--- src/rtl/lrss_pkg.sv ---
`timescale 1ns / 1ps
// ----------------------------------------------------------------------------
// lrss_pkg: shared types and constants of the lane row scan steering block
// Field widths, reset values, register indexes and the structs that travel
// between the front, the queue, the back end and the divider.
// ----------------------------------------------------------------------------
package lrss_pkg;

  localparam int PIX_W   = 8;
  localparam int COL_W   = 11;
  localparam int CFG_W   = 11;
  localparam int IDX_W   = 3;
  localparam int SUM_W   = 22;
  localparam int CNT_W   = 12;
  localparam int SERVO_W = 9;

  // Mapping arithmetic: span and divisor are signed, the numerator is the sum
  // of two products of a 10-bit signed servo value and a 24-bit signed term.
  localparam int SPAN_W = 12;
  localparam int OM_W   = 10;
  localparam int DEN_W  = 24;
  localparam int PROD_W = 34;
  localparam int NUM_W  = 36;

  localparam int MAX_COLS_DEF  = 2048;
  localparam int SERVO_MIN_DEF = 220;
  localparam int SERVO_MAX_DEF = 380;
  localparam int QUEUE_DEPTH   = 2;

  localparam logic [PIX_W-1:0]   EDGE_VALUE       = 8'd255;
  localparam int                 NEAR_LIMIT       = 15;
  localparam logic [SERVO_W-1:0] LAST_SERVO_RESET = 9'd300;

  localparam logic [CFG_W-1:0] SCAN_ROW_RESET    = 11'd560;
  localparam logic [CFG_W-1:0] LEFT_START_RESET  = 11'd72;
  localparam logic [CFG_W-1:0] LEFT_MEAN_RESET   = 11'd172;
  localparam logic [CFG_W-1:0] LEFT_STOP_RESET   = 11'd452;
  localparam logic [CFG_W-1:0] RIGHT_START_RESET = 11'd820;
  localparam logic [CFG_W-1:0] RIGHT_MEAN_RESET  = 11'd1100;
  localparam logic [CFG_W-1:0] RIGHT_STOP_RESET  = 11'd1200;

  typedef enum logic [IDX_W-1:0] {
    REG_SCAN_ROW    = 3'd0,
    REG_LEFT_START  = 3'd1,
    REG_LEFT_MEAN   = 3'd2,
    REG_LEFT_STOP   = 3'd3,
    REG_RIGHT_START = 3'd4,
    REG_RIGHT_MEAN  = 3'd5,
    REG_RIGHT_STOP  = 3'd6
  } reg_index_t;

  typedef struct packed {
    logic [CFG_W-1:0] scan_row;
    logic [CFG_W-1:0] left_start;
    logic [CFG_W-1:0] left_mean;
    logic [CFG_W-1:0] left_stop;
    logic [CFG_W-1:0] right_start;
    logic [CFG_W-1:0] right_mean;
    logic [CFG_W-1:0] right_stop;
  } cfg_t;

  // Accumulator snapshot of one finished frame.
  typedef struct packed {
    logic [SUM_W-1:0] left_sum;
    logic [CNT_W-1:0] left_count;
    logic [SUM_W-1:0] right_sum;
    logic [CNT_W-1:0] right_count;
  } snap_t;

  typedef struct packed {
    logic                    start;
    logic signed [NUM_W-1:0] num;
    logic signed [DEN_W-1:0] den;
  } div_req_t;

  typedef struct packed {
    logic                    done;
    logic signed [NUM_W-1:0] quo;
  } div_rsp_t;

  typedef enum logic [3:0] {
    B_IDLE,
    B_PROD,
    B_SEL,
    B_MUL1,
    B_MUL2,
    B_MUL3,
    B_SUM,
    B_DIV,
    B_NEXT,
    B_CHOOSE,
    B_OUT
  } back_state_t;

endpackage

--- src/rtl/lrss_pixel_if.sv ---
`timescale 1ns / 1ps
// ----------------------------------------------------------------------------
// lrss_pixel_if: pixel stream channel
// One edge-image pixel per transaction with its column, row and frame-end mark.
// ----------------------------------------------------------------------------
interface lrss_pixel_if;
  logic                      valid;
  logic                      ready;
  logic [lrss_pkg::PIX_W-1:0] pixel_value;
  logic [lrss_pkg::COL_W-1:0] column;
  logic [lrss_pkg::COL_W-1:0] row_index;
  logic                      frame_end;

  modport source (output valid, pixel_value, column, row_index, frame_end, input ready);
  modport sink   (input valid, pixel_value, column, row_index, frame_end, output ready);
endinterface

--- src/rtl/lrss_steer_if.sv ---
`timescale 1ns / 1ps
// ----------------------------------------------------------------------------
// lrss_steer_if: steering result channel
// One servo command per transaction, with the flag that tells a fresh value.
// ----------------------------------------------------------------------------
interface lrss_steer_if;
  logic                        valid;
  logic                        ready;
  logic [lrss_pkg::SERVO_W-1:0] servo_command;
  logic                        lane_seen;

  modport source (output valid, servo_command, lane_seen, input ready);
  modport sink   (input valid, servo_command, lane_seen, output ready);
endinterface

--- src/rtl/lrss_front.sv ---
`timescale 1ns / 1ps
// ----------------------------------------------------------------------------
// lrss_front: scan row accumulator
// Sums and counts edge columns in both windows and hands a snapshot of the
// accumulators to the queue on the last pixel of each frame.
// ----------------------------------------------------------------------------
module lrss_front #(
  parameter int MAX_COLS = lrss_pkg::MAX_COLS_DEF
) (
  input  logic                clk,
  input  logic                rst,
  lrss_pixel_if.sink          pixel,
  input  lrss_pkg::cfg_t      cfg,
  input  logic                full,
  output logic                push,
  output lrss_pkg::snap_t     push_data
);

  localparam int COL_W = lrss_pkg::COL_W;
  localparam int SUM_W = lrss_pkg::SUM_W;
  localparam int CNT_W = lrss_pkg::CNT_W;
  localparam bit ALL_COLS = MAX_COLS >= (1 << COL_W);
  localparam logic [COL_W-1:0] COL_LIMIT = COL_W'(MAX_COLS);

  logic [SUM_W-1:0] left_sum, left_sum_next, right_sum, right_sum_next;
  logic [CNT_W-1:0] left_count, left_count_next, right_count, right_count_next;
  logic             accept, edge_hit, in_left, in_right;

  function automatic logic in_window(input logic [COL_W-1:0] col,
                                     input logic [COL_W-1:0] lo,
                                     input logic [COL_W-1:0] hi);
    logic [COL_W:0] hi_ext;
    hi_ext = {1'b0, hi} + (COL_W + 1)'(2);
    return (col >= lo) && ({1'b0, col} <= hi_ext);
  endfunction

  function automatic logic [SUM_W-1:0] sat_add(input logic [SUM_W-1:0] sum,
                                               input logic [COL_W-1:0] col);
    logic [SUM_W:0] total;
    total = {1'b0, sum} + (SUM_W + 1)'(col);
    return total[SUM_W] ? '1 : total[SUM_W-1:0];
  endfunction

  assign pixel.ready = !full;
  assign accept      = pixel.valid && !full;

  assign edge_hit = (pixel.pixel_value == lrss_pkg::EDGE_VALUE) &&
                    (pixel.row_index == cfg.scan_row) &&
                    (ALL_COLS || (pixel.column < COL_LIMIT));
  assign in_left  = in_window(pixel.column, cfg.left_start, cfg.left_stop);
  assign in_right = in_window(pixel.column, cfg.right_start, cfg.right_stop);

  always_comb begin
    left_sum_next    = left_sum;
    left_count_next  = left_count;
    right_sum_next   = right_sum;
    right_count_next = right_count;
    if (edge_hit && in_left) begin
      left_sum_next   = sat_add(left_sum, pixel.column);
      left_count_next = (&left_count) ? left_count : left_count + CNT_W'(1);
    end
    if (edge_hit && in_right) begin
      right_sum_next   = sat_add(right_sum, pixel.column);
      right_count_next = (&right_count) ? right_count : right_count + CNT_W'(1);
    end
  end

  // The frame's last pixel is counted before the snapshot is taken.
  assign push                  = accept && pixel.frame_end;
  assign push_data.left_sum    = left_sum_next;
  assign push_data.left_count  = left_count_next;
  assign push_data.right_sum   = right_sum_next;
  assign push_data.right_count = right_count_next;

  always_ff @(posedge clk) begin
    if (rst) begin
      left_sum    <= '0;
      left_count  <= '0;
      right_sum   <= '0;
      right_count <= '0;
    end else if (accept) begin
      if (pixel.frame_end) begin
        left_sum    <= '0;
        left_count  <= '0;
        right_sum   <= '0;
        right_count <= '0;
      end else begin
        left_sum    <= left_sum_next;
        left_count  <= left_count_next;
        right_sum   <= right_sum_next;
        right_count <= right_count_next;
      end
    end
  end

  a_clear_after_frame: assert property (@(posedge clk) disable iff (rst)
    push |=> (left_count == '0) && (right_count == '0) &&
             (left_sum == '0) && (right_sum == '0))
    else $error("accumulators not cleared after frame end");

endmodule

--- src/rtl/lrss_fifo.sv ---
`timescale 1ns / 1ps
// ----------------------------------------------------------------------------
// lrss_fifo: frame snapshot queue
// Small register queue that decouples the pixel accumulator from the mapping
// back end.
// ----------------------------------------------------------------------------
module lrss_fifo #(
  parameter int DEPTH = lrss_pkg::QUEUE_DEPTH
) (
  input  logic            clk,
  input  logic            rst,
  input  logic            push,
  input  lrss_pkg::snap_t wdata,
  input  logic            pop,
  output lrss_pkg::snap_t rdata,
  output logic            full,
  output logic            empty
);

  localparam int PTR_W = $clog2(DEPTH);
  localparam int CNT_W = $clog2(DEPTH + 1);

  lrss_pkg::snap_t  mem [DEPTH];
  logic [PTR_W-1:0] wr_ptr, rd_ptr;
  logic [CNT_W-1:0] count;

  assign full  = (count == CNT_W'(DEPTH));
  assign empty = (count == '0);
  assign rdata = mem[rd_ptr];

  always_ff @(posedge clk) begin
    if (push) begin
      mem[wr_ptr] <= wdata;
    end
  end

  always_ff @(posedge clk) begin
    if (rst) begin
      wr_ptr <= '0;
      rd_ptr <= '0;
      count  <= '0;
    end else begin
      if (push) begin
        wr_ptr <= (wr_ptr == PTR_W'(DEPTH - 1)) ? '0 : wr_ptr + PTR_W'(1);
      end
      if (pop) begin
        rd_ptr <= (rd_ptr == PTR_W'(DEPTH - 1)) ? '0 : rd_ptr + PTR_W'(1);
      end
      if (push && !pop) begin
        count <= count + CNT_W'(1);
      end else if (pop && !push) begin
        count <= count - CNT_W'(1);
      end
    end
  end

  a_no_overflow: assert property (@(posedge clk) disable iff (rst)
    push |-> !full)
    else $error("snapshot pushed into a full queue");

  a_no_underflow: assert property (@(posedge clk) disable iff (rst)
    pop |-> !empty)
    else $error("snapshot popped from an empty queue");

endmodule

--- src/rtl/lrss_div.sv ---
`timescale 1ns / 1ps
// ----------------------------------------------------------------------------
// lrss_div: serial signed divider
// Restoring division on magnitudes, one quotient bit per cycle; the quotient
// is truncated toward zero.
// ----------------------------------------------------------------------------
module lrss_div (
  input  logic               clk,
  input  logic               rst,
  input  lrss_pkg::div_req_t req,
  output lrss_pkg::div_rsp_t rsp
);

  localparam int NUM_W  = lrss_pkg::NUM_W;
  localparam int DEN_W  = lrss_pkg::DEN_W;
  localparam int STEP_W = $clog2(NUM_W + 1);

  logic              busy, done;
  logic [STEP_W-1:0] steps;
  logic [NUM_W-1:0]  acc;
  logic [DEN_W-1:0]  rem, dmag;
  logic              neg;
  logic [DEN_W:0]    rem_sh, rem_sub;
  logic              q_bit;

  assign rem_sh  = {rem, acc[NUM_W-1]};
  assign rem_sub = rem_sh - {1'b0, dmag};
  assign q_bit   = (rem_sh >= {1'b0, dmag});

  assign rsp.done = done;
  assign rsp.quo  = neg ? -$signed(acc) : $signed(acc);

  always_ff @(posedge clk) begin
    if (req.start) begin
      acc  <= req.num[NUM_W-1] ? NUM_W'(-req.num) : req.num;
      dmag <= req.den[DEN_W-1] ? DEN_W'(-req.den) : req.den;
      rem  <= '0;
      neg  <= req.num[NUM_W-1] ^ req.den[DEN_W-1];
    end else if (busy) begin
      rem <= q_bit ? rem_sub[DEN_W-1:0] : rem_sh[DEN_W-1:0];
      acc <= {acc[NUM_W-2:0], q_bit};
    end
  end

  always_ff @(posedge clk) begin
    if (rst) begin
      busy  <= 1'b0;
      done  <= 1'b0;
      steps <= '0;
    end else begin
      done <= 1'b0;
      if (req.start) begin
        busy  <= 1'b1;
        steps <= STEP_W'(NUM_W);
      end else if (busy) begin
        steps <= steps - STEP_W'(1);
        if (steps == STEP_W'(1)) begin
          busy <= 1'b0;
          done <= 1'b1;
        end
      end
    end
  end

endmodule

--- src/rtl/lrss_back.sv ---
`timescale 1ns / 1ps
// ----------------------------------------------------------------------------
// lrss_back: frame steering back end
// Maps each window's mean column onto the servo range, applies the closeness
// and side rule, clamps, and holds the result for the output channel.
// ----------------------------------------------------------------------------
module lrss_back #(
  parameter int SERVO_MIN = lrss_pkg::SERVO_MIN_DEF,
  parameter int SERVO_MAX = lrss_pkg::SERVO_MAX_DEF
) (
  input  logic               clk,
  input  logic               rst,
  input  lrss_pkg::cfg_t     cfg,
  input  logic               fifo_empty,
  input  lrss_pkg::snap_t    fifo_data,
  output logic               fifo_pop,
  output lrss_pkg::div_req_t div_req,
  input  lrss_pkg::div_rsp_t div_rsp,
  lrss_steer_if.source       steer
);

  localparam int COL_W   = lrss_pkg::COL_W;
  localparam int SUM_W   = lrss_pkg::SUM_W;
  localparam int CNT_W   = lrss_pkg::CNT_W;
  localparam int SPAN_W  = lrss_pkg::SPAN_W;
  localparam int OM_W    = lrss_pkg::OM_W;
  localparam int DEN_W   = lrss_pkg::DEN_W;
  localparam int PROD_W  = lrss_pkg::PROD_W;
  localparam int NUM_W   = lrss_pkg::NUM_W;
  localparam int SERVO_W = lrss_pkg::SERVO_W;
  localparam int MC_W    = COL_W + CNT_W;

  localparam int CENTER = SERVO_MIN + (SERVO_MAX - SERVO_MIN) / 2;
  localparam logic signed [OM_W-1:0]  OMIN_LO  = OM_W'(SERVO_MIN);
  localparam logic signed [OM_W-1:0]  OMIN_HI  = OM_W'(CENTER);
  localparam logic signed [OM_W-1:0]  DELTA_LO = OM_W'(CENTER - SERVO_MIN);
  localparam logic signed [OM_W-1:0]  DELTA_HI = OM_W'(SERVO_MAX - CENTER);
  localparam logic signed [NUM_W-1:0] CENTER_S = NUM_W'(CENTER);
  localparam logic signed [NUM_W-1:0] SMIN_S   = NUM_W'(SERVO_MIN);
  localparam logic signed [NUM_W-1:0] SMAX_S   = NUM_W'(SERVO_MAX);

  typedef enum logic [1:0] {
    VAL_ZERO,
    VAL_OMIN,
    VAL_QUO
  } val_src_t;

  lrss_pkg::back_state_t state, state_next;
  val_src_t              val_src;
  logic                  store_val, load_out;

  lrss_pkg::snap_t         work;
  logic                    side;
  logic [MC_W-1:0]         mc;
  logic [COL_W-1:0]        lo;
  logic signed [SPAN_W-1:0] span;
  logic signed [OM_W-1:0]  omin, odelta;
  logic signed [DEN_W-1:0] d;
  logic [MC_W-1:0]         lc;
  logic signed [DEN_W-1:0] n;
  logic signed [NUM_W-1:0] p1, p2;
  logic signed [NUM_W-1:0] lval, rval, sval, val_in;
  logic [SERVO_W-1:0]      last_servo;
  logic                    out_valid, out_seen;
  logic [SERVO_W-1:0]      out_servo;

  logic [SUM_W-1:0]         cur_sum;
  logic [CNT_W-1:0]         cur_cnt;
  logic [COL_W-1:0]         cur_start, cur_mean, cur_stop;
  logic signed [DEN_W:0]    d_full;
  logic signed [PROD_W-1:0] p1_full, p2_full;
  logic signed [NUM_W-1:0]  hold_val, clamp1, clamp2;
  logic                     hold, slot_free;

  function automatic logic signed [NUM_W-1:0] pick(input logic signed [NUM_W-1:0] a,
                                                   input logic signed [NUM_W-1:0] b);
    logic signed [NUM_W:0] s;
    s = {a[NUM_W-1], a} + {b[NUM_W-1], b};
    if (s[NUM_W]) begin
      s = s + (NUM_W + 1)'(1);
    end
    if (a != '0 && b != '0) begin
      return s[NUM_W:1];
    end else if (a != '0) begin
      return a;
    end else if (b != '0) begin
      return b;
    end
    return '1;
  endfunction

  function automatic logic signed [NUM_W-1:0] choose(input logic signed [NUM_W-1:0] l,
                                                     input logic signed [NUM_W-1:0] r);
    logic signed [NUM_W:0] diff;
    logic [NUM_W:0]        adiff;
    diff  = {r[NUM_W-1], r} - {l[NUM_W-1], l};
    adiff = diff[NUM_W] ? (NUM_W + 1)'(-diff) : (NUM_W + 1)'(diff);
    if (l == '0 || r == '0) begin
      return pick(l, r);
    end else if (adiff < (NUM_W + 1)'(lrss_pkg::NEAR_LIMIT)) begin
      return pick(l, r);
    end else if (l < CENTER_S && r < CENTER_S) begin
      return (l < r) ? l : r;
    end else if (l > CENTER_S && r > CENTER_S) begin
      return (l > r) ? l : r;
    end
    return pick(l, r);
  endfunction

  // Window operands of the side now being mapped.
  assign cur_sum   = side ? work.right_sum   : work.left_sum;
  assign cur_cnt   = side ? work.right_count : work.left_count;
  assign cur_start = side ? cfg.right_start  : cfg.left_start;
  assign cur_mean  = side ? cfg.right_mean   : cfg.left_mean;
  assign cur_stop  = side ? cfg.right_stop   : cfg.left_stop;

  assign d_full  = $signed({1'b0, cur_cnt}) * span;
  assign p1_full = omin * d;
  assign p2_full = odelta * n;

  assign slot_free = !out_valid || steer.ready;

  always_comb begin
    state_next = state;
    case (state)
      lrss_pkg::B_IDLE:   if (!fifo_empty) state_next = lrss_pkg::B_PROD;
      lrss_pkg::B_PROD:   state_next = (cur_cnt == '0) ? lrss_pkg::B_NEXT : lrss_pkg::B_SEL;
      lrss_pkg::B_SEL:    state_next = lrss_pkg::B_MUL1;
      lrss_pkg::B_MUL1:   state_next = lrss_pkg::B_MUL2;
      lrss_pkg::B_MUL2:   state_next = (d == '0) ? lrss_pkg::B_NEXT : lrss_pkg::B_MUL3;
      lrss_pkg::B_MUL3:   state_next = lrss_pkg::B_SUM;
      lrss_pkg::B_SUM:    state_next = lrss_pkg::B_DIV;
      lrss_pkg::B_DIV:    if (div_rsp.done) state_next = lrss_pkg::B_NEXT;
      lrss_pkg::B_NEXT:   state_next = side ? lrss_pkg::B_CHOOSE : lrss_pkg::B_PROD;
      lrss_pkg::B_CHOOSE: state_next = lrss_pkg::B_OUT;
      lrss_pkg::B_OUT:    if (slot_free) state_next = lrss_pkg::B_IDLE;
      default:            state_next = lrss_pkg::B_IDLE;
    endcase
  end

  always_comb begin
    fifo_pop      = 1'b0;
    store_val     = 1'b0;
    val_src       = VAL_QUO;
    load_out      = 1'b0;
    div_req.start = 1'b0;
    div_req.num   = p1 + p2;
    div_req.den   = d;
    case (state)
      lrss_pkg::B_IDLE: fifo_pop = !fifo_empty;
      lrss_pkg::B_PROD: begin
        store_val = (cur_cnt == '0);
        val_src   = VAL_ZERO;
      end
      lrss_pkg::B_MUL2: begin
        store_val = (d == '0);
        val_src   = VAL_OMIN;
      end
      lrss_pkg::B_SUM:  div_req.start = 1'b1;
      lrss_pkg::B_DIV:  store_val = div_rsp.done;
      lrss_pkg::B_OUT:  load_out = slot_free;
      default: begin
      end
    endcase
  end

  always_comb begin
    case (val_src)
      VAL_ZERO: val_in = '0;
      VAL_OMIN: val_in = NUM_W'(omin);
      VAL_QUO:  val_in = div_rsp.quo;
      default:  val_in = '0;
    endcase
  end

  // Hold the last command when no window gave a value, then clamp.
  assign hold     = (sval == '1);
  assign hold_val = hold ? NUM_W'(last_servo) : sval;
  assign clamp1   = (hold_val <= SMIN_S) ? SMIN_S : hold_val;
  assign clamp2   = (clamp1 >= SMAX_S) ? SMAX_S : clamp1;

  always_ff @(posedge clk) begin
    if (rst) begin
      state <= lrss_pkg::B_IDLE;
    end else begin
      state <= state_next;
    end
  end

  always_ff @(posedge clk) begin
    if (rst) begin
      side <= 1'b0;
    end else if (fifo_pop) begin
      side <= 1'b0;
    end else if (state == lrss_pkg::B_NEXT) begin
      side <= 1'b1;
    end
  end

  always_ff @(posedge clk) begin
    if (fifo_pop) begin
      work <= fifo_data;
    end
    case (state)
      lrss_pkg::B_PROD: mc <= cur_mean * cur_cnt;
      lrss_pkg::B_SEL: begin
        if ({1'b0, cur_sum} < mc) begin
          lo     <= cur_start;
          span   <= $signed({1'b0, cur_mean}) - $signed({1'b0, cur_start});
          omin   <= OMIN_LO;
          odelta <= DELTA_LO;
        end else begin
          lo     <= cur_mean;
          span   <= $signed({1'b0, cur_stop}) - $signed({1'b0, cur_mean});
          omin   <= OMIN_HI;
          odelta <= DELTA_HI;
        end
      end
      lrss_pkg::B_MUL1: begin
        d  <= d_full[DEN_W-1:0];
        lc <= lo * cur_cnt;
      end
      lrss_pkg::B_MUL2: begin
        n  <= $signed({2'b00, cur_sum}) - $signed({1'b0, lc});
        p1 <= NUM_W'(p1_full);
      end
      lrss_pkg::B_MUL3:   p2 <= NUM_W'(p2_full);
      lrss_pkg::B_CHOOSE: sval <= choose(lval, rval);
      default: begin
      end
    endcase
    if (store_val) begin
      if (side) begin
        rval <= val_in;
      end else begin
        lval <= val_in;
      end
    end
    if (load_out) begin
      out_servo <= clamp2[SERVO_W-1:0];
      out_seen  <= !hold;
    end
  end

  always_ff @(posedge clk) begin
    if (rst) begin
      last_servo <= lrss_pkg::LAST_SERVO_RESET;
      out_valid  <= 1'b0;
    end else begin
      if (load_out) begin
        last_servo <= clamp2[SERVO_W-1:0];
        out_valid  <= 1'b1;
      end else if (steer.ready) begin
        out_valid <= 1'b0;
      end
    end
  end

  assign steer.valid         = out_valid;
  assign steer.servo_command = out_servo;
  assign steer.lane_seen     = out_seen;

  a_div_done_in_wait: assert property (@(posedge clk) disable iff (rst)
    div_rsp.done |-> (state == lrss_pkg::B_DIV))
    else $error("divider finished outside its wait state");

  a_servo_in_range: assert property (@(posedge clk) disable iff (rst)
    steer.valid |-> (SERVO_MIN > SERVO_MAX) ||
                    ((int'(steer.servo_command) >= SERVO_MIN) &&
                     (int'(steer.servo_command) <= SERVO_MAX)))
    else $error("servo command outside the clamp range");

  a_pop_only_idle: assert property (@(posedge clk) disable iff (rst)
    fifo_pop |=> (state == lrss_pkg::B_PROD) && !side)
    else $error("snapshot taken without starting on the left window");

endmodule

--- src/rtl/lane_row_scan_steering.sv ---
`timescale 1ns / 1ps
// ----------------------------------------------------------------------------
// lane_row_scan_steering: lane-keeping steering from an edge-image stream
// Accumulates lane edge columns on one scan row and turns them into one
// clamped servo command per frame.
// ----------------------------------------------------------------------------
// The pixel channel takes one pixel per clock as long as the two-entry frame
// queue has room, so a camera stream at one pixel per cycle runs without
// stalls. On the pixel marked frame_end the left and right window sums and
// counts, that pixel included, are queued and the accumulators restart at
// zero. The back end then produces the result transaction: each window with
// edges is mapped through the multiply steps and, for a nonzero span, the
// shared one-bit-per-cycle divider that forms the exact mapped mean; then the
// side rule and the clamp are applied. The pixel side stalls only when two
// further frames end before the back end has finished and its result has
// been taken. lane_seen is low when neither window gave a usable value and
// the previous command is repeated. Configuration registers are written
// through cfg_write/cfg_index/cfg_data while no frame is in flight; an index
// beyond the last register is ignored.
// ----------------------------------------------------------------------------
module lane_row_scan_steering #(
  parameter int MAX_COLS  = lrss_pkg::MAX_COLS_DEF,
  parameter int SERVO_MIN = lrss_pkg::SERVO_MIN_DEF,
  parameter int SERVO_MAX = lrss_pkg::SERVO_MAX_DEF
) (
  input  logic                       clk,
  input  logic                       rst,
  lrss_pixel_if.sink                 pixel,
  lrss_steer_if.source               steer,
  input  logic                       cfg_write,
  input  logic [lrss_pkg::IDX_W-1:0] cfg_index,
  input  logic [lrss_pkg::CFG_W-1:0] cfg_data
);

  lrss_pkg::cfg_t     cfg;
  lrss_pkg::snap_t    push_data, pop_data;
  logic               push, pop, full, empty;
  lrss_pkg::div_req_t div_req;
  lrss_pkg::div_rsp_t div_rsp;

  // Configuration registers. The back end reads them live; the user must change
  // them only while no frame is being processed; the block does not enforce it.
  always_ff @(posedge clk) begin
    if (rst) begin
      cfg.scan_row    <= lrss_pkg::SCAN_ROW_RESET;
      cfg.left_start  <= lrss_pkg::LEFT_START_RESET;
      cfg.left_mean   <= lrss_pkg::LEFT_MEAN_RESET;
      cfg.left_stop   <= lrss_pkg::LEFT_STOP_RESET;
      cfg.right_start <= lrss_pkg::RIGHT_START_RESET;
      cfg.right_mean  <= lrss_pkg::RIGHT_MEAN_RESET;
      cfg.right_stop  <= lrss_pkg::RIGHT_STOP_RESET;
    end else if (cfg_write) begin
      case (lrss_pkg::reg_index_t'(cfg_index))
        lrss_pkg::REG_SCAN_ROW:    cfg.scan_row    <= cfg_data;
        lrss_pkg::REG_LEFT_START:  cfg.left_start  <= cfg_data;
        lrss_pkg::REG_LEFT_MEAN:   cfg.left_mean   <= cfg_data;
        lrss_pkg::REG_LEFT_STOP:   cfg.left_stop   <= cfg_data;
        lrss_pkg::REG_RIGHT_START: cfg.right_start <= cfg_data;
        lrss_pkg::REG_RIGHT_MEAN:  cfg.right_mean  <= cfg_data;
        lrss_pkg::REG_RIGHT_STOP:  cfg.right_stop  <= cfg_data;
        default: begin
        end
      endcase
    end
  end

  // Front: one pixel per cycle into the window accumulators while the queue has room.
  lrss_front #(
    .MAX_COLS (MAX_COLS)
  ) u_front (
    .clk       (clk),
    .rst       (rst),
    .pixel     (pixel),
    .cfg       (cfg),
    .full      (full),
    .push      (push),
    .push_data (push_data)
  );

  // Queue of finished frame snapshots between front and back.
  lrss_fifo #(
    .DEPTH (lrss_pkg::QUEUE_DEPTH)
  ) u_fifo (
    .clk   (clk),
    .rst   (rst),
    .push  (push),
    .wdata (push_data),
    .pop   (pop),
    .rdata (pop_data),
    .full  (full),
    .empty (empty)
  );

  // Serial divider shared by the left and right mappings.
  lrss_div u_div (
    .clk (clk),
    .rst (rst),
    .req (div_req),
    .rsp (div_rsp)
  );

  // Back: mapping, side rule, clamp and the output register.
  lrss_back #(
    .SERVO_MIN (SERVO_MIN),
    .SERVO_MAX (SERVO_MAX)
  ) u_back (
    .clk        (clk),
    .rst        (rst),
    .cfg        (cfg),
    .fifo_empty (empty),
    .fifo_data  (pop_data),
    .fifo_pop   (pop),
    .div_req    (div_req),
    .div_rsp    (div_rsp),
    .steer      (steer)
  );

endmodule

--- src/flat_wrapper.sv ---
// flat-port wrapper written by rule: the top's interface ports become plain ports
module lane_row_scan_steering_flat 
#(
  parameter int MAX_COLS  = lrss_pkg::MAX_COLS_DEF,
  parameter int SERVO_MIN = lrss_pkg::SERVO_MIN_DEF,
  parameter int SERVO_MAX = lrss_pkg::SERVO_MAX_DEF
)
  (clk, rst, cfg_write, cfg_index, cfg_data, pixel_valid, pixel_pixel_value, pixel_column, pixel_row_index, pixel_frame_end, pixel_ready, steer_valid, steer_servo_command, steer_lane_seen, steer_ready);
  lrss_pixel_if pixel_i ();
  lrss_steer_if steer_i ();
  input  logic clk;
  input  logic rst;
  input  logic cfg_write;
  input  logic [lrss_pkg::IDX_W-1:0] cfg_index;
  input  logic [lrss_pkg::CFG_W-1:0] cfg_data;
  input wire logic [$bits(pixel_i.valid)-1:0] pixel_valid;
  input wire logic [$bits(pixel_i.pixel_value)-1:0] pixel_pixel_value;
  input wire logic [$bits(pixel_i.column)-1:0] pixel_column;
  input wire logic [$bits(pixel_i.row_index)-1:0] pixel_row_index;
  input wire logic [$bits(pixel_i.frame_end)-1:0] pixel_frame_end;
  output wire logic [$bits(pixel_i.ready)-1:0] pixel_ready;
  output wire logic [$bits(steer_i.valid)-1:0] steer_valid;
  output wire logic [$bits(steer_i.servo_command)-1:0] steer_servo_command;
  output wire logic [$bits(steer_i.lane_seen)-1:0] steer_lane_seen;
  input wire logic [$bits(steer_i.ready)-1:0] steer_ready;
  assign pixel_i.valid = pixel_valid;
  assign pixel_i.pixel_value = pixel_pixel_value;
  assign pixel_i.column = pixel_column;
  assign pixel_i.row_index = pixel_row_index;
  assign pixel_i.frame_end = pixel_frame_end;
  assign pixel_ready = pixel_i.ready;
  assign steer_valid = steer_i.valid;
  assign steer_servo_command = steer_i.servo_command;
  assign steer_lane_seen = steer_i.lane_seen;
  assign steer_i.ready = steer_ready;
  lane_row_scan_steering #(.MAX_COLS(MAX_COLS), .SERVO_MIN(SERVO_MIN), .SERVO_MAX(SERVO_MAX)) u_core (.clk(clk), .rst(rst), .pixel(pixel_i), .steer(steer_i), .cfg_write(cfg_write), .cfg_index(cfg_index), .cfg_data(cfg_data));
endmodule
--- config.mk ---
export PLATFORM = sky130hd
export DESIGN_NAME = lane_row_scan_steering_flat
export DESIGN_NICKNAME = d
export VERILOG_FILES = /design/src/rtl/lrss_pkg.sv /design/src/rtl/lrss_pixel_if.sv /design/src/rtl/lrss_steer_if.sv /design/src/rtl/lrss_front.sv /design/src/rtl/lrss_fifo.sv /design/src/rtl/lrss_div.sv /design/src/rtl/lrss_back.sv /design/src/rtl/lane_row_scan_steering.sv /design/src/flat_wrapper.sv
export SDC_FILE = /design/constraint.sdc
export NUM_CORES = 2
export LEC_CHECK = 0
export ABC_CLOCK_PERIOD_IN_PS = 12300
export BUFFER_PORTS_ARGS = -buffer_cell sky130_fd_sc_hd__buf_2
export CAP_MARGIN = 30
export CORE_ASPECT_RATIO = 1.4
export CORE_MARGIN = 2
export CORE_UTILIZATION = 58
export DETAILED_ROUTE_END_ITERATION = 10
export MAX_ROUTING_LAYER = met4
export PLACE_DENSITY = 0.85
export SYNTH_ARGS = -nofsm -noshare
export SYNTH_HDL_FRONTEND = slang
export SYNTH_SLANG_ARGS = --single-unit
--- constraint.sdc ---
create_clock -name clk -period 12.3 [get_ports clk]
set_input_delay 2.46 -clock clk [delete_from_list [all_inputs] [get_ports clk]]
set_output_delay 2.46 -clock clk [all_outputs]
set_load 0.1 [all_outputs]
==> impl_metrics.tcl <==
set metrics [dict create \
    status "finished clean" \
    cts_setup_buffers 0 \
    cts_sinks 758 \
    worstSetupPathType "flop to flop" \
    routed_wl_um 194000 \
    synthTopCellsByCount "inv_1, nand2_1, ha_1, edfxtp_1, nor2_1" \
    ys_seq_area_share_pct 31.3 \
    finalClockSkew_ns 0.0520 \
    synth_area_leaders "edfxtp_1, fa_1, ha_1" \
    avgSynthCellArea_um2 9.45 \
    ant_nets 0 \
    dr_total_vias 54000 \
    wire_per_inst_um 22.8 \
    cts_resized 0 \
    hold_ws_ns 0.455 \
    grt_start_max_net_pins 84 \
    hold_class "flop to flop" \
    hold_buffers 0 \
    hold_viol 0 \
    post-route-min-period_ns 7.99 \
    first_iter_violations 4253 \
    finalCritPeriodShare_pct 64.9 \
    required_ns 12.76 \
    clockBufferDepth 3 \
    synth-seq-cells 758 \
    drive_above_1_share_pct 6.96 \
    slew_viol_final 0 \
    avgViaCountPerCell 6.32 \
    async_reset_ff_share_pct 0 \
    cts_tree "done" \
    crit_buf_inv 5 \
    rsz0062_at_grt "false" \
    crit_arrival_ns 8.45 \
    crit_family "adder cells" \
    synth_edf_count 562 \
    antenna_found_initial 5 \
    synth.most_common_cell "inv_1" \
    clockRootBuffer "clkbuf_16" \
    synth_top_area_cell "edfxtp_1" \
    fp.dieH_um 405 \
    max_freq_mhz 125 \
    synth_cell_types 103 \
    port_buffers 61 \
    first_pass_iters 9 \
    synthFlopType "edfxtp_1" \
    finalSetupViolCount 0 \
    cpPeakStageDelay_ns 0.71 \
    max_cap_viol_count 0 \
    critPathLaunchType "flop" \
    ys.warnings.count 0 \
    cpMaxStageDelayCell "buf_4" \
    worst_setup_path_end_kind "flop" \
    area_delta_synth_final_pct 6.98 \
    final.setup.tns_ns 0 \
    die_width_um 290 \
    grt_overflow 0 \
    gp_congestion 1.08 \
    nNetsFinal 8076 \
    grt_usage_pct 33.9 \
    htreeDepth 3 \
    die-area_um2 117000 \
    numCtsBuffers 79 \
    io_pins 62 \
    grt_pass1_vias 54800 \
    cp_max_fo 47 \
    synth_nets 8138 \
    synth_top_area_share_pct 25.4 \
    netlist_area_um2 66500 \
    synth_cells 7036 \
    core_area_um2 114000 \
    fp-row-count 147 \
    clk_latency_ns 0.72 \
    initial_core_util_pct 58.2 \
    clk_pin_slew_ns 0.07 \
    drc 0 \
    worst_slew_pin_slew_ns 1.11 \
    dp_hpwl_um 148000 \
    grt_pass1_wl_um 300000 \
    relSlewSlack_pct 25.5 \
]
## layout make-up
cell class                      instances  area, um2
Multi-Input combinational cell       5198      41700
Clock buffer                           86       2010
Clock inverter                         61        820
Tap cell                             1490       1860
Sequential cell                       758      20800
Timing Repair Buffer                  123        847
Fill cell                            8931      43100
Inverter                              814       3060
Antenna cell                            6       15.0
## state kept, by name, summed over array words and instances, names as in the netlist, 23 cells and up
| signal | flops |
|---|---|
| u_core.u_back.lc | 23 |
| u_core.u_div.dmag | 24 |
| u_core.u_back.p2 | 28 |
| u_core.u_back.d | 24 |
| u_core.u_back.lval | 36 |
| u_core.u_div.acc | 36 |
| u_core.u_fifo.mem | 136 |
| u_core.u_back.mc | 23 |
| u_core.u_back.p1 | 32 |
| u_core.u_back.sval | 36 |
| u_core.u_back.n | 24 |
| u_core.cfg | 77 |
| u_core.u_back.work | 68 |
| u_core.u_back.rval | 36 |
| u_core.u_div.rem | 24 |
## cell families (layout without fill, tap and decap cells)
| group | count (synthesis) | in the layout | synth area share [%] |
|---|---|---|---|
| and+or+nand+nor | 2220 | 2220 | 16.3 |
| AOI/OAI and AO/OA | 1320 | 1320 | 13.3 |
| buffers and inverters | 1080 | 1084 | 6.16 |
| adders and majority gates | 1052 | 1052 | 24.4 |
| DFF | 758 | 758 | 31.3 |
| xor gates and xnor gates | 395 | 395 | 5.20 |
| muxes | 211 | 211 | 3.42 |
| other | 0 | 6 | 0 |
## through the flow
stage          area, um2  worst slack, ns  cells  utilization (%)
2_1_floorplan      66500             5.19   7036                -
3_3_place_gp       68100             4.70   8370             59.7
3_5_place_dp       68300             4.50   8381             59.8
4_1_cts            71100             4.48   8528             62.3
5_1_grt            71200             3.85   8534             62.3
6_report           71200             4.31   8536             62.3
## worst paths after layout
| path | cells after the start | slack [ns] | to | from |
|---|---|---|---|---|
| worst min register to register | 0 | 0.46 | u_core.u_back.p2[4]$_DFFE_PP_ | u_core.u_back.n[0]$_DFFE_PP_ |
| worst max register to register | 26 | 4.31 | u_core.u_back.mc[21]$_DFFE_PP_ | u_core.u_back.side$_SDFFE_PP0P_ |
| worst max-delay path | 26 | 4.31 | u_core.u_back.mc[21]$_DFFE_PP_ | u_core.u_back.side$_SDFFE_PP0P_ |
| worst min-delay path | 0 | 0.46 | u_core.u_back.p2[4]$_DFFE_PP_ | u_core.u_back.n[0]$_DFFE_PP_ |
## metal layers
layer,up-vias,track usage [%],wire (um)
met5,-,-,0
met4,0,31.4,21800
met3,1054,5.88,12600
met2,2562,58.6,96900
met1,26000,32.1,63000
li1,24400,-,-
## placed cells by master (no fill, tap or decap), types with 71 or more instances in the layout
master and instances:
o21a_1 78, nor3_1 171, and3_1 72, fa_1 408, nand4_1 72, a31oi_1 71, a21oi_1 346, ha_1 644
nand3_1 134, and2_1 208, clkbuf_16 79, o21ai_0 275, xnor2_1 272, edfxtp_1 562, mux2i_1 83, mux2_2 128
a21o_1 85, xor2_1 123, dfxtp_1 194, nor2_1 481, inv_1 806, nand2_1 687
Power is left out: the tool's default activity adds up to more than one toggle a clock period on the data nets, which glitch-free logic cannot reach.
